File: src/hw/rtl/aad_pkg.sv
`default_nettype none
// ----------------------------------------------------------------------------
// Annealing acceptance decision package
// Transaction types, fixed-point constants and the acceptance threshold table.
// ----------------------------------------------------------------------------
package aad_pkg;

  localparam int COST_WIDTH = 32;
  localparam int QW         = 32;
  localparam logic [QW-1:0] QMAX = '1;
  localparam logic [31:0] LN2_Q24 = 32'd11629080;

  typedef enum logic [1:0] {
    REG_START_PROB = 2'd0,
    REG_COOL_FACTOR = 2'd1,
    REG_ITER_PER_TEMP = 2'd2
  } reg_index_t;

  typedef struct packed {
    logic [COST_WIDTH-1:0] found_cost;
    logic [COST_WIDTH-1:0] current_cost;
    logic [3:0]            random_draw;
  } in_item_t;

  typedef struct packed {
    logic take_found;
    logic found_solves;
  } out_item_t;

  // ln(10/k) in Q8.24 for k = 1..9.
  function automatic logic [31:0] ln_ten_q24(input logic [3:0] k);
    logic [31:0] v;
    case (k)
      4'd1: v = 32'd38630967;
      4'd2: v = 32'd27001887;
      4'd3: v = 32'd20199312;
      4'd4: v = 32'd15372808;
      4'd5: v = 32'd11629080;
      4'd6: v = 32'd8570232;
      4'd7: v = 32'd5984013;
      4'd8: v = 32'd3743728;
      4'd9: v = 32'd1767656;
      default: v = 32'd0;
    endcase
    return v;
  endfunction

endpackage
`default_nettype wire

File: src/hw/rtl/aad_qdiv.sv
`default_nettype none
// ----------------------------------------------------------------------------
// Fixed-point divider
// Restoring divider giving floor(num * 2^F / den), saturated to all ones.
// ----------------------------------------------------------------------------
module aad_qdiv #(
  parameter int FRACTION_BITS = 16
) (
  input  wire logic                 clk,
  input  wire logic                 rst,
  input  wire logic                 start,
  input  wire logic [aad_pkg::QW-1:0] num,
  input  wire logic [aad_pkg::QW-1:0] den,
  output logic                      done,
  output logic [aad_pkg::QW-1:0]    quo
);
  import aad_pkg::*;

  localparam int NW = QW + FRACTION_BITS;
  localparam int CW = $clog2(NW + 1);

  logic [NW-1:0] n;
  logic [QW-1:0] r;
  logic [QW-1:0] q;
  logic [QW-1:0] den_r;
  logic [CW-1:0] cnt;
  logic          busy;
  logic [QW:0]   trial;
  logic [QW:0]   sub;
  logic          ge;
  logic          sat;

  assign trial = {r, n[NW-1]};
  assign sub   = trial - {1'b0, den_r};
  assign ge    = trial >= {1'b0, den_r};
  // The quotient overflows when num >= den * 2^(32-F).
  assign sat   = {32'd0, num} >= ({32'd0, den} << (QW - FRACTION_BITS));
  assign quo   = q;

  always_ff @(posedge clk) begin
    if (rst) begin
      busy <= 1'b0;
      done <= 1'b0;
    end else begin
      done <= 1'b0;
      if (start) begin
        if (sat) begin
          q    <= QMAX;
          done <= 1'b1;
        end else begin
          n     <= {num, {FRACTION_BITS{1'b0}}};
          r     <= '0;
          q     <= '0;
          den_r <= den;
          cnt   <= '0;
          busy  <= 1'b1;
        end
      end else if (busy) begin
        r   <= ge ? sub[QW-1:0] : trial[QW-1:0];
        q   <= {q[QW-2:0], ge};
        n   <= {n[NW-2:0], 1'b0};
        cnt <= cnt + CW'(1);
        if (cnt == CW'(NW - 1)) begin
          busy <= 1'b0;
          done <= 1'b1;
        end
      end
    end
  end

endmodule
`default_nettype wire

File: src/hw/rtl/annealing_acceptance_decision.sv
`default_nettype none
// Flow: a zero found cost goes straight to S_DONE with no division. Each division holds
// the shared divider until it is done, and a quotient that saturates skips the shift loop;
// a normal item needs two divisions (cost difference, then difference over temperature), and a
// cooling step adds S_COOL. The first item adds a third division for the start temperature,
// with the normalize, log squaring and ln steps before it.
// One item at a time. Reset restores register defaults and clears the annealing state.
// ----------------------------------------------------------------------------
// Annealing acceptance decision
// Simulated annealing accept/reject with geometric cooling in unsigned fixed point.
// ----------------------------------------------------------------------------
module annealing_acceptance_decision #(
  parameter int FRACTION_BITS = 16
) (
  input  wire logic               clk,
  input  wire logic               rst,
  input  wire logic               in_valid,
  output logic                    in_ready,
  input  wire aad_pkg::in_item_t  in_data,
  output logic                    out_valid,
  input  wire logic               out_ready,
  output aad_pkg::out_item_t      out_data,
  input  wire logic               cfg_we,
  input  wire logic [1:0]         cfg_index,
  input  wire logic [15:0]        cfg_data
);
  import aad_pkg::*;

  localparam logic [QW-1:0] EPS = QW'(((2 ** FRACTION_BITS) * 2 + 50) / 100);
  localparam int TSH = 24 - FRACTION_BITS;
  localparam int NSH = 56 - FRACTION_BITS;

  typedef enum logic [14:0] {
    S_IDLE   = 15'b000000000000001,
    S_DIFF   = 15'b000000000000010,
    S_NORM   = 15'b000000000000100,
    S_SQ_MUL = 15'b000000000001000,
    S_SQ_UPD = 15'b000000000010000,
    S_LN_LO  = 15'b000000000100000,
    S_LN_HI  = 15'b000000001000000,
    S_LN_FIN = 15'b000000010000000,
    S_TDIV   = 15'b000000100000000,
    S_COUNT  = 15'b000001000000000,
    S_COOL   = 15'b000010000000000,
    S_XSTART = 15'b000100000000000,
    S_XDIV   = 15'b001000000000000,
    S_DECIDE = 15'b010000000000000,
    S_DONE   = 15'b100000000000000
  } state_t;

  state_t state;

  logic [15:0]   start_prob;
  logic [15:0]   cooling_factor;
  logic [15:0]   iterations_per_temperature;
  logic          has_started;
  logic [QW-1:0] temperature;
  logic [16:0]   steps_at_temperature;

  logic [3:0]    draw;
  logic [QW-1:0] diff;
  logic [QW-1:0] x;
  logic [15:0]   pn;
  logic [3:0]    shift_cnt;
  logic [31:0]   m;
  logic [31:0]   frac;
  logic [4:0]    sq_cnt;
  logic [63:0]   prod;
  logic [63:0]   acc;
  logic          res_take;
  logic          res_solves;

  logic [31:0]   mul_a;
  logic [31:0]   mul_b;
  logic [36:0]   nl2;
  logic [63:0]   nl_sum;
  logic [QW-1:0] nl;
  logic [32:0]   sq;
  logic [16:0]   steps_inc;
  logic [QW-1:0] thr;
  logic [QW-1:0] abs_diff;

  logic          div_start;
  logic [QW-1:0] div_num;
  logic [QW-1:0] div_den;
  logic          div_done;
  logic [QW-1:0] div_quo;

  aad_qdiv #(.FRACTION_BITS(FRACTION_BITS)) u_div (
    .clk   (clk),
    .rst   (rst),
    .start (div_start),
    .num   (div_num),
    .den   (div_den),
    .done  (div_done),
    .quo   (div_quo)
  );

  assign in_ready  = (state == S_IDLE);
  assign abs_diff  = (in_data.found_cost > in_data.current_cost) ?
                     in_data.found_cost - in_data.current_cost :
                     in_data.current_cost - in_data.found_cost;
  // -log2(p) = (s + 1) - fractional log2 of the normalized mantissa.
  assign nl2       = {5'({1'b0, shift_cnt} + 5'd1), 32'd0} - {5'd0, frac};
  assign nl_sum    = {prod[31:0], 32'd0} + acc;
  assign nl        = (nl_sum >> NSH) == 64'd0 ? QW'(1) : QW'(nl_sum >> NSH);
  assign sq        = prod[63:31];
  assign steps_inc = steps_at_temperature + 17'd1;
  assign thr       = QW'(ln_ten_q24(draw) >> TSH);

  always_comb begin
    case (state)
      S_SQ_MUL: begin
        mul_a = m;
        mul_b = m;
      end
      S_LN_LO: begin
        mul_a = nl2[31:0];
        mul_b = LN2_Q24;
      end
      S_LN_HI: begin
        mul_a = {27'd0, nl2[36:32]};
        mul_b = LN2_Q24;
      end
      default: begin
        mul_a = temperature;
        mul_b = {16'd0, cooling_factor};
      end
    endcase
  end

  always_comb begin
    div_start = 1'b0;
    div_num   = diff;
    div_den   = temperature;
    case (state)
      S_IDLE: begin
        div_start = in_valid && (in_data.found_cost != '0);
        div_num   = abs_diff;
        div_den   = in_data.found_cost;
      end
      S_LN_FIN: begin
        div_start = 1'b1;
        div_den   = nl;
      end
      S_XSTART: begin
        div_start = (temperature != '0);
      end
      default: begin
        div_start = 1'b0;
      end
    endcase
  end

  always_ff @(posedge clk) begin
    prod <= mul_a * mul_b;
  end

  always_ff @(posedge clk) begin
    if (rst) begin
      start_prob                 <= 16'd32768;
      cooling_factor             <= 16'd62259;
      iterations_per_temperature <= 16'd100;
    end else if (cfg_we) begin
      case (cfg_index)
        REG_START_PROB:    start_prob                 <= cfg_data;
        REG_COOL_FACTOR:   cooling_factor             <= cfg_data;
        REG_ITER_PER_TEMP: iterations_per_temperature <= cfg_data;
        default: ;
      endcase
    end
  end

  always_ff @(posedge clk) begin
    if (rst) begin
      out_valid <= 1'b0;
    end else if (state == S_DONE && (!out_valid || out_ready)) begin
      out_valid <= 1'b1;
    end else if (out_ready) begin
      out_valid <= 1'b0;
    end
  end

  always_ff @(posedge clk) begin
    if (rst) begin
      state                <= S_IDLE;
      has_started          <= 1'b0;
      temperature          <= '0;
      steps_at_temperature <= '0;
    end else begin
      case (state)
        S_IDLE: begin
          if (in_valid) begin
            draw <= in_data.random_draw;
            if (in_data.found_cost == '0) begin
              res_take   <= 1'b1;
              res_solves <= 1'b1;
              state      <= S_DONE;
            end else begin
              state <= S_DIFF;
            end
          end
        end
        S_DIFF: begin
          if (div_done) begin
            diff <= (div_quo < EPS) ? EPS : div_quo;
            if (has_started) begin
              state <= S_COUNT;
            end else begin
              pn        <= (start_prob == 16'd0) ? 16'd1 : start_prob;
              shift_cnt <= '0;
              state     <= S_NORM;
            end
          end
        end
        S_NORM: begin
          if (pn[15]) begin
            m      <= {pn, 16'd0};
            frac   <= '0;
            sq_cnt <= '0;
            state  <= S_SQ_MUL;
          end else begin
            pn        <= {pn[14:0], 1'b0};
            shift_cnt <= shift_cnt + 4'd1;
          end
        end
        S_SQ_MUL: begin
          state <= S_SQ_UPD;
        end
        S_SQ_UPD: begin
          // Each squaring yields one fraction bit of log2 of the mantissa.
          if (sq[32]) begin
            m    <= sq[32:1];
            frac <= {frac[30:0], 1'b1};
          end else begin
            m    <= sq[31:0];
            frac <= {frac[30:0], 1'b0};
          end
          sq_cnt <= sq_cnt + 5'd1;
          state  <= (sq_cnt == 5'd31) ? S_LN_LO : S_SQ_MUL;
        end
        S_LN_LO: begin
          state <= S_LN_HI;
        end
        S_LN_HI: begin
          acc   <= prod;
          state <= S_LN_FIN;
        end
        S_LN_FIN: begin
          state <= S_TDIV;
        end
        S_TDIV: begin
          if (div_done) begin
            temperature <= div_quo;
            has_started <= 1'b1;
            state       <= S_COUNT;
          end
        end
        S_COUNT: begin
          if (steps_inc > {1'b0, iterations_per_temperature}) begin
            steps_at_temperature <= '0;
            state                <= S_COOL;
          end else begin
            steps_at_temperature <= steps_inc;
            state                <= S_XSTART;
          end
        end
        S_COOL: begin
          temperature <= prod[47:16];
          state       <= S_XSTART;
        end
        S_XSTART: begin
          if (temperature == '0) begin
            x     <= QMAX;
            state <= S_DECIDE;
          end else begin
            state <= S_XDIV;
          end
        end
        S_XDIV: begin
          if (div_done) begin
            x     <= div_quo;
            state <= S_DECIDE;
          end
        end
        S_DECIDE: begin
          res_solves <= 1'b0;
          if (draw >= 4'd10) begin
            res_take <= 1'b1;
          end else if (draw == 4'd0) begin
            res_take <= (x == QMAX);
          end else begin
            res_take <= (x >= thr);
          end
          state <= S_DONE;
        end
        S_DONE: begin
          if (!out_valid || out_ready) begin
            out_data.take_found   <= res_take;
            out_data.found_solves <= res_solves;
            state                 <= S_IDLE;
          end
        end
        default: begin
          state <= S_IDLE;
        end
      endcase
    end
  end

endmodule
`default_nettype wire
File: config.mk
export PLATFORM = sky130hd
export DESIGN_NAME = annealing_acceptance_decision
export DESIGN_NICKNAME = d
export VERILOG_FILES = /design/src/hw/rtl/aad_pkg.sv /design/src/hw/rtl/aad_qdiv.sv /design/src/hw/rtl/annealing_acceptance_decision.sv
export SDC_FILE = /design/constraint.sdc
export NUM_CORES = 2
export LEC_CHECK = 0
export BUFFER_PORTS_ARGS = -buffer_cell sky130_fd_sc_hd__buf_2
export CELL_PAD_IN_SITES_DETAIL_PLACEMENT = 2
export CELL_PAD_IN_SITES_GLOBAL_PLACEMENT = 2
export CORE_MARGIN = 2
export CORE_UTILIZATION = 45
export DETAILED_ROUTE_END_ITERATION = 7
export PLACE_DENSITY = 0.89
export SETUP_SLACK_MARGIN = 0.4
export SYNTH_ARGS = -nofsm -noshare
export SYNTH_HDL_FRONTEND = slang
export SYNTH_SLANG_ARGS = --single-unit
File: constraint.sdc
create_clock -name clk -period 26.7 [get_ports clk]
set_input_delay 5.34 -clock clk [delete_from_list [all_inputs] [get_ports clk]]
set_output_delay 5.34 -clock clk [all_outputs]
set_load 0.02 [all_outputs]
==> reports/metrics.yaml <==
grt_pass1_vias: 67800
fmax_ghz: 0.0714
grt_pass1_wl_mm: 502
wire_per_inst_um: 40.6
netlist_instances: 6924
holdBufCountCts: 0
start_util: 0.454
htreeDepth: 2
ctsResizeCount: 0
synth_top_area_cell: "fa_1"
maxCapViolations: 1
rows: 136
drc: 0
finalSetupViolCount: 0
syn_to_final_growth_pct: 6.95
fin_crit_sh: 0.524
place_ws_ps: 14130
synth_edf_count: 327
p_leak_nw: 31.3
worstSetupStartpointType: "flip-flop"
ys_ff_latch: 525
cp.required_ps: 27310
drt_iter0_drc: 6591
die_x_um: 377
min_path_type: "reg2reg"
rsz0062_at_grt: "false"
syn_nets: 8364
vias: 59100
syn_area_per_cell_sq_um: 9.02
synth_top_area_share: 0.288
overflow: 0
clock_path_buffers: 3
slew_headroom: -0.00693
routed_wl_mm: 353
synth.most_common_cell: "nand2_1"
drt-pass1-iter-count: 6
dieArea_sq_um: 142000
critPathSlowestCell: "a221o_1"
yosysWarnings: 0
dpl_cell_area_sq_um: 64700
synth.cell_area_sq_um: 62500
critical_path_class: "reg2reg"
ir_worst_vdd_v: 0.0000534
nets: 8276
cts_root_buf: "clkbuf_16"
ys_seq_area_frac: 0.221
cts_tree: "yes"
final.setup.tns_ps: 0
synthTopCellsByCount: "nand2_1 (1168), inv_1 (1148), fa_1 (899), nor2_1 (457), ha_1 (450)"
routabilityCongestion: 0.988
synth_ff_type: "edfxtp_1"
grt_antenna_before_repair: 36
finalCriticalPeriod_ps: 14000
outcome: "finished with violations"
crit_arrival_ps: 14610
crit_top_cell: "fa_1"
fin_worst_skew_ps: 40.3
grt_max_degree: 71
powerDensity_nw_per_um2: 34.7
synth_cell_types: 105
final_antenna_net_count: 0
io_pins: 95
numCtsBuffers: 61
end_kind: "flip-flop"
timing.final.hold_violations: 0
cp_max_fo: 34
critPathMaxStageDelay_ps: 970
stdcell_area_sq_um: 66800
hpwl_mm: 231
synth.top_cells.by_area: "fa_1 (29%), edfxtp_1 (16%), ha_1 (9.0%), nand2_1 (7.0%), inv_1 (6.9%)"
die_h_um: 377
worstSkewPairLatency_ps: 710
core_area_sq_um: 138000
maxSlewViolCount: 17
async_flop_share: 0
clock_sinks: 525
clk_pin_slew_ps: 70
drive_gt1_frac: 0.0655
port_buffers: 94
violations: "capacitance limit, slew limit"
grt_usage: 0.499
cts_setup_buffers: 0
routed_via_density: 6.79
tightest_slew_ps: 1510
worst_slack_ps: 12700
## cell type report
cell class / count / area (sq um)
fill: 14700 / 70900
multi-input combinational: 4886 / 43000
sequential: 525 / 13800
inverter: 1157 / 4340
tap: 1794 / 2240
clock buffer: 99 / 1880
timing repair buffer: 205 / 1310
clock inverter: 17 / 159
antenna: 19 / 47.5
## where the power goes
group	internal, W	switching, W
registers	0.000905	0.0000352
clock network	0.000493	0.000414
logic	0.000154	0.000317
## through the flow
stage | cells | hold slack, ps | utilization | power (W)
2_1_floorplan | 6924 | 400 | - | 0.00123
3_3_place_gp | 8566 | 408 | 0.470 | 0.00137
3_5_place_dp | 8566 | 410 | 0.470 | 0.00140
4_1_cts | 8682 | 425 | 0.485 | 0.00229
5_1_grt | 8684 | 442 | 0.485 | 0.00237
6_report | 8702 | 434 | 0.485 | 0.00232
## placed cells by master (no fill, tap or decap), drive strengths merged, types with 19 or more instances in the layout
| cell | count |
|---|---|
| a211oi | 64 |
| a21o | 102 |
| a21oi | 279 |
| a22oi | 31 |
| a31oi | 25 |
| and2 | 90 |
| and3 | 42 |
| buf | 205 |
| clkbuf | 99 |
| dfxtp | 198 |
| diode | 19 |
| edfxtp | 327 |
| fa | 899 |
| ha | 450 |
| inv | 1156 |
| mux2i | 105 |
| nand2 | 1198 |
| nand2b | 87 |
| nand3 | 84 |
| nand4 | 66 |
| nor2 | 467 |
| nor2b | 31 |
| nor3 | 75 |
| nor3b | 19 |
| nor4 | 50 |
| o211ai | 22 |
| o21a | 40 |
| o21ai | 199 |
| o21bai | 32 |
| or3 | 19 |
| xnor2 | 120 |
| xor2 | 62 |
## worst max-delay path, delay by kind of cell, from the launching register on
kind                     cells  cell delay (ps)
AO/OA/AOI/OAI               10             4540
adder cells (fa/ha/maj)      9             4210
AND/OR/NAND/NOR             10             2670
buffers and inverters        9             1740
flip-flops                   1              630
## per-layer routing
metal / vias to the layer above / wire length, um / share of wire / track usage
met5: - / 531 / 0.0015 / 0.0141
li1: 22000 / - / - / -
met4: 38 / 42100 / 0.12 / 0.487
met3: 2421 / 41400 / 0.12 / 0.190
met2: 4946 / 157000 / 0.44 / 0.766
met1: 29700 / 113000 / 0.32 / 0.518
## sequential cells by signal, indices dropped and copies added (netlist names), 18 cells and up
register / cells
m: 32
x: 32
u_div.n: 32
prod: 64
thr: 18
diff: 32
u_div.r: 32
frac: 32
u_div.quo: 32
u_div.den_r: 32
temperature: 32
acc: 32
## final timing paths
path / startpoint / endpoint / slack (ps) / cells past startpoint
worst max-delay path: state[2] / prod[59] / 12700 / 38
worst min-delay path: res_take / out_data[1] / 430 / 0
worst max register to register: state[2] / prod[59] / 12700 / 38
worst min register to register: res_take / out_data[1] / 430 / 0
## logic make-up (layout without fill, tap and decap cells)
family / after synthesis / count (layout) / synth area share
and+or+nand+nor: 2290 / 2290 / 0.165
buffers and inverters: 1513 / 1478 / 0.0925
adders and majority gates: 1349 / 1349 / 0.378
AOI/OAI and AO/OA: 944 / 944 / 0.0985
DFF: 525 / 525 / 0.221
xor gates and xnor gates: 182 / 182 / 0.0255
muxes: 121 / 121 / 0.0197
other: 0 / 19 / 0
(Power assumes the default switching activity.)
